<file path="src/sv/utf8pm_pkg.sv">
// Package for the UTF-8 plate matcher: buffer sizes, field widths, limits,
// configuration register indexes and the confusable-character test.
// Has no dependencies of its own.
package utf8pm_pkg;

  localparam int BUFFER_BYTES = 16;
  localparam int ADDR_W       = $clog2(BUFFER_BYTES);
  localparam int LEN_W        = 5;
  localparam int BYTE_W       = 8;
  localparam int PERMIT_W     = 3;
  localparam int CNT_W        = 4;
  localparam int CFG_IDX_W    = 2;
  localparam int CFG_DATA_W   = 3;

  localparam logic [LEN_W-1:0]    LEN_SAT    = 5'd31;
  localparam logic [LEN_W-1:0]    MIN_LEN    = 5'd7;
  localparam logic [LEN_W-1:0]    MAX_LEN    = 5'd15;
  localparam logic [PERMIT_W-1:0] MAX_PERMIT = 3'd5;

  typedef enum logic [CFG_IDX_W-1:0] {
    CFG_DIFF_PERMIT   = 2'd0,
    CFG_IGNORE_WIDE   = 2'd1,
    CFG_COMPARE_MODE  = 2'd2
  } cfg_reg_t;

  // True when the two single-byte characters form one of the confusable pairs.
  function automatic logic is_similar(input logic [BYTE_W-1:0] a,
                                      input logic [BYTE_W-1:0] b);
    logic r;
    r = ((a == "8") && (b == "B")) || ((a == "B") && (b == "8")) ||
        ((a == "0") && (b == "D")) || ((a == "D") && (b == "0")) ||
        ((a == "0") && (b == "Q")) || ((a == "Q") && (b == "0")) ||
        ((a == "E") && (b == "F")) || ((a == "F") && (b == "E"));
    return r;
  endfunction

endpackage

</file>
<file path="src/sv/utf8_plate_fuzzy_match.sv">
// UTF-8 plate matcher top level: byte buffers, load logic and the compare
// sequencer with its single byte-pair evaluation unit.
// Depends on utf8pm_pkg.
//
// Usage. Each request on the input channel (start high while busy is low)
// carries one byte of the stored plate and one of the probe plate; a zero
// byte ends a plate and later bytes of that plate are ignored. A request
// without in_last_pair is taken and gives no result. A request with
// in_last_pair starts the compare: busy rises, the two buffers are read
// back one byte pair per fetch/evaluate step (one read port per buffer),
// and the single evaluation unit tracks character lengths, wide-character
// runs and the mismatch count. The result appears on out_is_match with
// out_valid high for exactly one cycle at the end of the walk, or from the
// check state when the lengths or the permit rule it out at once; a rejected
// byte pair ends the walk sooner. busy falls in the cycle of the strobe.
// The receiver cannot hold results off. Configuration writes (cfg_we,
// cfg_index, cfg_wdata) are taken at once and belong to idle periods.
// Synchronous active-low reset clears lengths, sequencer and registers to
// zero; buffer contents are undefined until written.
module utf8_plate_fuzzy_match (
  input  logic                              clk,
  input  logic                              rst_n,
  input  logic                              start,
  output logic                              busy,
  input  logic [utf8pm_pkg::BYTE_W-1:0]     in_db_byte,
  input  logic [utf8pm_pkg::BYTE_W-1:0]     in_probe_byte,
  input  logic                              in_last_pair,
  output logic                              out_valid,
  output logic                              out_is_match,
  input  logic                              cfg_we,
  input  logic [utf8pm_pkg::CFG_IDX_W-1:0]  cfg_index,
  input  logic [utf8pm_pkg::CFG_DATA_W-1:0] cfg_wdata
);
  import utf8pm_pkg::*;

  typedef enum logic [1:0] {
    S_IDLE,
    S_CHECK,
    S_FETCH,
    S_EVAL
  } state_t;

  state_t state_r;

  logic [BYTE_W-1:0] stored_mem [BUFFER_BYTES];
  logic [BYTE_W-1:0] probe_mem  [BUFFER_BYTES];
  logic [BYTE_W-1:0] sdata_r, pdata_r;

  logic [LEN_W-1:0]    slen_r, plen_r, bpos_r;
  logic                s_ended_r, p_ended_r;
  logic [ADDR_W-1:0]   pos_r;
  logic [1:0]          run_cnt_r;
  logic                run_diff_r;
  logic                pend_r, pend_side_r;
  logic [CNT_W-1:0]    count_r;
  logic [PERMIT_W-1:0] permit_r;
  logic                skip_wide_r, similar_r;
  logic                out_valid_r, out_is_match_r;

  logic accept, s_take, p_take, s_stop, p_stop, store_ok;

  assign busy         = (state_r != S_IDLE);
  assign accept       = start && !busy;
  assign out_valid    = out_valid_r;
  assign out_is_match = out_is_match_r;

  assign s_take   = !s_ended_r && (in_db_byte != '0);
  assign p_take   = !p_ended_r && (in_probe_byte != '0);
  assign s_stop   = !s_ended_r && (in_db_byte == '0);
  assign p_stop   = !p_ended_r && (in_probe_byte == '0);
  assign store_ok = ({1'b0, bpos_r} < (LEN_W+1)'(BUFFER_BYTES));

  // Buffers: at most one write per request; the read of each is registered.
  always_ff @(posedge clk) begin
    if (accept && store_ok && s_take) begin
      stored_mem[bpos_r[ADDR_W-1:0]] <= in_db_byte;
    end
    if (accept && store_ok && p_take) begin
      probe_mem[bpos_r[ADDR_W-1:0]] <= in_probe_byte;
    end
    sdata_r <= stored_mem[pos_r];
    pdata_r <= probe_mem[pos_r];
  end

  // Length and permit checks that settle the result before any byte is walked.
  logic len_bad;
  assign len_bad = (slen_r != plen_r) || (slen_r < MIN_LEN) || (slen_r > MAX_LEN) ||
                   (!similar_r && (permit_r > MAX_PERMIT));

  // Evaluation unit for one byte pair. Past the end both bytes read as zero.
  logic              at_end;
  logic [BYTE_W-1:0] a, b;
  logic              ha, hb, fin_diff, fin_hit, run_rej, run_inc;
  logic              low_diff, low_rej, low_inc, reject;
  logic              in_run, mixed, pend_bad, mix_inc;
  logic [CNT_W-1:0]  count_nxt;
  logic              match_nxt;

  always_comb begin
    at_end   = (LEN_W'(pos_r) == slen_r);
    a        = at_end ? '0 : sdata_r;
    b        = at_end ? '0 : pdata_r;
    ha       = a[BYTE_W-1];
    hb       = b[BYTE_W-1];
    in_run   = (run_cnt_r != 2'd0);
    // A high byte facing a low byte at a character start is a one-byte
    // character only if the high side drops low on the very next byte.
    mixed    = !in_run && (ha != hb);
    pend_bad = pend_r && (pend_side_r ? hb : ha);
    // A run of high bytes closes at the first low byte or at the end.
    fin_diff = !ha && in_run && run_diff_r;
    fin_hit  = fin_diff && ((run_cnt_r == 2'd1) || !skip_wide_r);
    run_rej  = similar_r && fin_hit;
    run_inc  = !similar_r && fin_hit;
    low_diff = !ha && !hb && !at_end && (a != b);
    low_rej  = similar_r && low_diff && !is_similar(a, b);
    low_inc  = !similar_r && low_diff;
    mix_inc  = !similar_r && mixed;
    reject   = (in_run && (ha != hb)) || (ha && (run_cnt_r == 2'd3)) || pend_bad ||
               (similar_r && mixed) || run_rej || low_rej;
    count_nxt = count_r + CNT_W'(run_inc) + CNT_W'(low_inc) + CNT_W'(mix_inc);
    match_nxt = similar_r || ({1'b0, count_nxt} <= (CNT_W+1)'(permit_r));
  end

  always_ff @(posedge clk) begin
    if (!rst_n) begin
      state_r        <= S_IDLE;
      slen_r         <= '0;
      plen_r         <= '0;
      bpos_r         <= '0;
      s_ended_r      <= 1'b0;
      p_ended_r      <= 1'b0;
      pos_r          <= '0;
      run_cnt_r      <= '0;
      run_diff_r     <= 1'b0;
      pend_r         <= 1'b0;
      pend_side_r    <= 1'b0;
      count_r        <= '0;
      permit_r       <= '0;
      skip_wide_r    <= 1'b0;
      similar_r      <= 1'b0;
      out_valid_r    <= 1'b0;
      out_is_match_r <= 1'b0;
    end else begin
      out_valid_r <= 1'b0;
      if (cfg_we) begin
        unique case (cfg_index)
          CFG_DIFF_PERMIT:  permit_r    <= cfg_wdata;
          CFG_IGNORE_WIDE:  skip_wide_r <= cfg_wdata[0];
          CFG_COMPARE_MODE: similar_r   <= cfg_wdata[0];
          default:          ;
        endcase
      end
      unique case (state_r)
        S_IDLE: begin
          if (accept) begin
            if (s_take && (slen_r != LEN_SAT)) slen_r <= slen_r + LEN_W'(1);
            if (p_take && (plen_r != LEN_SAT)) plen_r <= plen_r + LEN_W'(1);
            if (s_stop) s_ended_r <= 1'b1;
            if (p_stop) p_ended_r <= 1'b1;
            if (bpos_r != LEN_SAT) bpos_r <= bpos_r + LEN_W'(1);
            if (in_last_pair) state_r <= S_CHECK;
          end
        end
        S_CHECK: begin
          pos_r      <= '0;
          run_cnt_r  <= '0;
          run_diff_r <= 1'b0;
          pend_r     <= 1'b0;
          count_r    <= '0;
          if (len_bad) begin
            out_valid_r    <= 1'b1;
            out_is_match_r <= 1'b0;
            state_r        <= S_IDLE;
            slen_r         <= '0;
            plen_r         <= '0;
            bpos_r         <= '0;
            s_ended_r      <= 1'b0;
            p_ended_r      <= 1'b0;
          end else begin
            state_r <= S_FETCH;
          end
        end
        S_FETCH: begin
          state_r <= S_EVAL;
        end
        S_EVAL: begin
          count_r     <= count_nxt;
          pend_r      <= mixed;
          pend_side_r <= hb;
          if (ha && hb) begin
            run_cnt_r  <= run_cnt_r + 2'd1;
            run_diff_r <= run_diff_r || (a != b);
          end else begin
            run_cnt_r  <= '0;
            run_diff_r <= 1'b0;
          end
          if (reject || at_end) begin
            out_valid_r    <= 1'b1;
            out_is_match_r <= !reject && match_nxt;
            state_r        <= S_IDLE;
            slen_r         <= '0;
            plen_r         <= '0;
            bpos_r         <= '0;
            s_ended_r      <= 1'b0;
            p_ended_r      <= 1'b0;
          end else begin
            pos_r   <= pos_r + ADDR_W'(1);
            state_r <= S_FETCH;
          end
        end
        default: state_r <= S_IDLE;
      endcase
    end
  end

endmodule

</file>
<file path="config.mk">
export PLATFORM = sky130hd
export DESIGN_NAME = utf8_plate_fuzzy_match
export DESIGN_NICKNAME = d
export VERILOG_FILES = /design/src/sv/utf8pm_pkg.sv /design/src/sv/utf8_plate_fuzzy_match.sv
export SDC_FILE = /design/constraint.sdc
export NUM_CORES = 1
export LEC_CHECK = 0
export BUFFER_PORTS_ARGS = -buffer_cell sky130_fd_sc_hd__buf_2
export CORE_AREA = 2 2 154 156
export CTS_CLUSTER_DIAMETER = 50
export CTS_CLUSTER_SIZE = 8
export DETAILED_ROUTE_END_ITERATION = 12
export DIE_AREA = 0 0 156 158
export PLACE_DENSITY = 0.73
export SYNTH_ARGS = -nofsm -noshare
export SYNTH_HDL_FRONTEND = slang
export SYNTH_SLANG_ARGS = --single-unit
</file>
<file path="constraint.sdc">
create_clock -name clk -period 10.1 [get_ports clk]
set_input_delay 1.515 -clock clk [delete_from_list [all_inputs] [get_ports clk]]
set_output_delay 1.515 -clock clk [all_outputs]
set_load 0.01 [all_outputs]
</file>
==> impl_metrics.yaml, run 1 <==
status:
  status: "finished clean"
finish:
  diodes: 0
  drive_gt1_frac: 0.218
  instances_no_fill: 1134
  regArea_um2: 8790
  final_util: 0.637
  multiInputGateArea_um2: 3920
  fin_nets: 864
  mostFrequentLayoutCell: "edfxtp_1"
  area_growth_pct: 13.1
  fillCellCount: 1584
  layout_common_cells: "edfxtp_1 (256), mux4_2 (80), dfxtp_1 (53)"
cts:
  cts_tree: "done"
  cts_max_path_buffers: 3
  cts_setup_buffers: 0
  cts_hold_buf: 0
  cts-buffers-inserted: 45
  cts_max_level: 2
  cts_resized: 0
  cts-root-buf: "clkbuf_16"
  clkSlewWorstSetupHoldPaths_ns: 0.05
  clk_latency_ns: 0.54
  clock_sinks: 311
grt:
  gr-total-overflow: 0
  antenna_found_initial: 0
  grt_pass1_wl_mm: 41.9
  grt.total_usage: 0.229
  grt_max_degree: 69
  grt_pass1_vias: 7130
timing:
  relSlewSlack: 0.315
  hold_violations: 0
  setup_ws_ns: 5.13
  period_minus_slack_ns: 4.97
  fin_skew_ns: 0.0236
  setup_viol: 0
  tns_ns: 0
  drv_slew: 0
  worstMarginPinSlew_ns: 1.03
  max_freq_ghz: 0.201
  final.period_utilization: 0.492
  rsz0062_at_grt: "false"
worst_setup_path:
  cp_num_cells: 20
  worstPathRequired_ns: 10.53
  worst_path_largest_cell_delay_ns: 0.72
  end_kind: "flip-flop"
  path_cells: "buf_4, xnor2_1, nand3_1, or3_1, nand2_1, ha_1, nand3_1, fa_1, inv_1, ha_1, inv_1, fa_1, inv_1, ha_1, nor2b_1, o21a_1, o21ai_0, and3_1, a31oi_1, o41ai_1"
  crit_family: "adder cells"
  cp-start-kind: "flip-flop"
  rr_worst_depth: 20
  cp_num_buf_inv: 4
  path_max_fanout: 68
  slowest_stage: "buf_4"
  cp.arrival_ns: 5.40
  criticalPathCategory: "reg -> reg"
hold_path:
  hold-path-cell-count: 2
  hold_path.class: "reg -> reg"
detailed_routing:
  drtIter0Drc: 541
  postRouteAntennaNets: 0
  routed_wl_mm: 27.1
  vias_per_cell: 6.19
  vias: 7022
  first_pass_iters: 5
  drc: 0
  top_layer: "met4"
  route.met2.wl_mm: 13.6
  wl_met3_mm: 1.83
  wl_met1_mm: 11.0
  routedWlPerCell_um: 23.9
yosys:
  postSynthCellCount: 766
  netlist_area_um2: 13000
  synth_cell_types: 64
  yosysSeqAreaShare: 0.677
  syn_nets: 815
  synthArstFlopShare: 0
  ys_ff_latch: 311
  synth_area_per_cell_um2: 17.0
  synth_edf_count: 256
  yosys_warnings: 0
  yosys_most_used_dff: "edfxtp_1"
floorplanning:
  std_cell_rows: 56
  die_h_um: 158
  core-area_um2: 23100
  die-area_um2: 24600
  initial_utilization: 0.563
  ioPinCount: 29
  die_w_um: 156
placed_design:
  dp_hpwl_mm: 17.0
  gp_congestion: 0.852
  port_buffers: 28
  post-place-ws_ns: 5.13
  dpl.cell_count: 1058
power_and_ir_drop:
  vdd_drop_max_uv: 139
  powerDensity_nw_per_um2: 200
  power.leakage_nw: 4.82
  fin_total_pwr_mw: 2.94
run:
  max_cap_violations: 0
through the flow:
| step | hold WS (ns) | area, um^2 |
|---|---|---|
| 2_1_floorplan | 0.446 | 13000 |
| 3_3_place_gp | 0.460 | 13400 |
| 5_1_grt | 0.501 | 14700 |
| 6_report | 0.472 | 14700 |
| 4_1_cts | 0.477 | 14700 |
| 3_5_place_dp | 0.468 | 13400 |
registers in the layout (all words and copies together) (netlist names):
| name | flops |
|---|---|
| pend_side_r | 1 |
| pdata_r | 8 |
| plen_r | 5 |
| stored_mem | 128 |
| sdata_r | 8 |
| similar_r | 1 |
| state_r | 2 |
| permit_r | 3 |
| count_r | 4 |
| out_is_match | 1 |
| run_diff_r | 1 |
| pend_r | 1 |
| bpos_r | 5 |
| pos_r | 4 |
| slen_r | 5 |
| run_cnt_r | 2 |
| probe_mem | 128 |
| skip_wide_r | 1 |
| p_ended_r | 1 |
| s_ended_r | 1 |
| out_valid | 1 |
power breakdown:
part           internal (mW)  leakage, nW  switching (mW)
clock                  0.831        0.616           0.517
sequential              1.41         2.76          0.0241
combinational         0.0625         1.44          0.0905
tightest hold or removal path, stage by stage, from the launching register on:
cell and delay (ns):
dfxtp_1 0.31, nand2b_1 0.06, a21oi_1 0.05
area by class of cell:
class	count	share of cell area
clock buffer	71	0.0840
clock inverter	5	0.00315
timing repair buffer	40	0.0157
inverter	26	0.00665
multi-input combinational	391	0.267
sequential	311	0.599
tap	290	0.0247
cells by family after synthesis:
kind of cell	share of synthesized area
AOI/OAI and AO/OA	0.0376
xor gates and xnor gates	0.0147
adders and majority gates	0.0233
buffers and inverters	0.0215
DFF	0.677
muxes	0.148
and+or+nand+nor	0.0780
layer usage:
layer | vias to the layer above | global-route usage
met4 | 0 | 0.0690
met2 | 296 | 0.383
met1 | 3540 | 0.308
li1 | 3125 | -
met3 | 61 | 0.0457
met5 | - | 0
path summary, 6_finish.rpt:
path | end | from | slack, ns
min reg2reg | count_r[0] | count_r[0] | 0.47
max | out_is_match | pos_r[1] | 5.13
max reg2reg | out_is_match | pos_r[1] | 5.13
min | count_r[0] | count_r[0] | 0.47
cells in the mapped netlist, drive strengths merged (12+ instances only):
cell    instances  area, um^2
a21oi          23         115
buf            15        95.1
edfxtp        256        7690
clkbuf         23        86.3
nor3           15        75.1
nor2           49         186
nand2          41         161
mux2i          12         120
mux4           80        1800
inv            26        97.6
ha             21         263
xor2           12         105
dfxtp          55        1100
(Power assumes the default switching activity.)
==> run 2, diff against run 1 <==
Clock period 10.1 ns to 5.18 ns, I/O delays scaled along.
==> run 2 against run 1 <==
Sequential cell count did not move. Non-clock buffer count is 2 higher. Clock skew is 0.0042 ns lower. Largest power group is now clock.
==> impl_metrics.yaml, run 2 (synthesized netlist as in run 1, its figures left out) <==
status:
  status: "finished clean"
detailed_routing:
  drc: 0
  vias_per_cell: 6.19
  postRouteAntennaNets: 0
  drtIter0Drc: 605
  routedWlPerCell_um: 23.8
  vias: 7081
  routed_wl_mm: 27.2
  first_pass_iters: 5
finish:
  fin_nets: 867
  instances_no_fill: 1144
  final_util: 0.643
  mostFrequentLayoutCell: "edfxtp_1"
  diodes: 0
  fillCellCount: 1582
  drive_gt1_frac: 0.221
  layout_common_cells: "edfxtp_1 (256), mux4_2 (80), dfxtp_1 (53)"
  area_growth_pct: 14.2
worst_setup_path:
  criticalPathCategory: "reg -> reg"
  rr_worst_depth: 19
  rr_endpoint: "out_is_match"
  worstPathRequired_ns: 5.61
  rrSetupSlack_ns: 0.73
  cp.arrival_ns: 4.88
  path_max_fanout: 8
  timing.rr.start: "slen_r[3]"
  end_kind: "flip-flop"
  crit_path_start: "slen_r[3]"
  cp-start-kind: "flip-flop"
grt:
  grt.total_usage: 0.231
  busiest_layer: "met2"
  gr-total-overflow: 0
  antenna_found_initial: 0
  grt_max_degree: 68
  grt_pass1_vias: 7340
  grt.met2_usage: 0.394
  grt_util_met3: 0.0424
  met1_usage: 0.313
  grt_pass1_wl_mm: 42.7
cts:
  cts_max_path_buffers: 3
  cts-root-buf: "clkbuf_16"
  clkSlewWorstSetupHoldPaths_ns: 0.05
  cts-buffers-inserted: 46
  cts_tree: "done"
  cts_resized: 0
  cts_max_level: 2
  cts_hold_buf: 0
  clock_sinks: 311
  clk_latency_ns: 0.54
  cts_setup_buffers: 0
placed_design:
  gp_congestion: 0.877
  port_buffers: 28
  post-place-ws_ns: 0.787
  dp_hpwl_mm: 17.3
  dpl.cell_count: 1060
floorplanning:
  die_w_um: 156
  die_h_um: 158
  core-area_um2: 23100
  initial_utilization: 0.563
  die-area_um2: 24600
  std_cell_rows: 56
  ioPinCount: 29
power_and_ir_drop:
  powerDensity_nw_per_um2: 401
  fin_total_pwr_mw: 5.94
  vdd_drop_max_uv: 312
  power.leakage_nw: 4.89
hold_path:
  hold_path_end: "s_ended_r"
  hold-path-cell-count: 2
  min_from: "s_ended_r"
  hold_path.class: "reg -> reg"
timing:
  setup_ws_ns: 0.730
  fin_skew_ns: 0.0194
  period_minus_slack_ns: 4.45
  relSlewSlack: 0.258
  rsz0062_at_grt: "false"
  drv_slew: 0
  final.period_utilization: 0.859
  worstMarginPinSlew_ns: 1.11
  tns_ns: 0
  hold_violations: 0
  max_freq_ghz: 0.225
  setup_viol: 0
run:
  max_cap_violations: 0
## run 2: area by class of cell
cell class              count  area [um^2]  area share
clock buffers              78         1310      0.0885
clock inverters             6         96.3     0.00650
inverters                  26         97.6     0.00658
repair buffers             42          245      0.0165
flip-flops and latches    311         8790       0.593
multi-input cells         391         3920       0.264
well taps                 290          363      0.0245
## run 2: worst max-delay path: stages (launching register included)
cell     delay (ns)
dfxtp_1        0.48
xnor2_2        0.14
nand3_1        0.11
or3_1          0.48
nand2_1        0.16
ha_1           0.32
nand3_1        0.14
fa_1           0.42
inv_1          0.08
ha_1           0.16
inv_1          0.05
fa_1           0.51
inv_1          0.05
ha_1           0.28
nor2b_1        0.13
o21a_1         0.16
o21ai_0        0.15
and3_1         0.19
a31oi_1        0.05
o41ai_1        0.30
## run 2: power breakdown
group / leakage [nW] / internal (mW) / switching [mW]
Combinational: 1.45 / 0.123 / 0.183
Sequential: 2.76 / 2.76 / 0.0444
Clock: 0.674 / 1.81 / 1.02
Total: 4.89 / 4.69 / 1.25
## run 2: worst max-delay path by stage
stage / end / slack [ns] / cells after the start
final: out_is_match / 0.73 / 19
after global routing: out_is_match / 0.43 / 19
after CTS: out_is_match / 0.76 / 19
after detailed placement: out_is_match / 0.79 / 19
after global placement: out_is_match / 0.96 / 19
after floorplan: out_is_match / 1.18 / 21
## run 2: through the flow
step	instance area [um^2]	hold slack [ns]
5_1_grt	14800	0.497
3_5_place_dp	13400	0.474
3_3_place_gp	13400	0.461
4_1_cts	14800	0.476
2_1_floorplan	13000	0.446
6_report	14800	0.482
## run 2: routing by layer
layer | vias to the layer above | part of all wire
li1 | 3128 | -
met1 | 3654 | 0.41
met2 | 265 | 0.51
met3 | 34 | 0.066
met4 | 0 | 0.014
met5 | - | 0
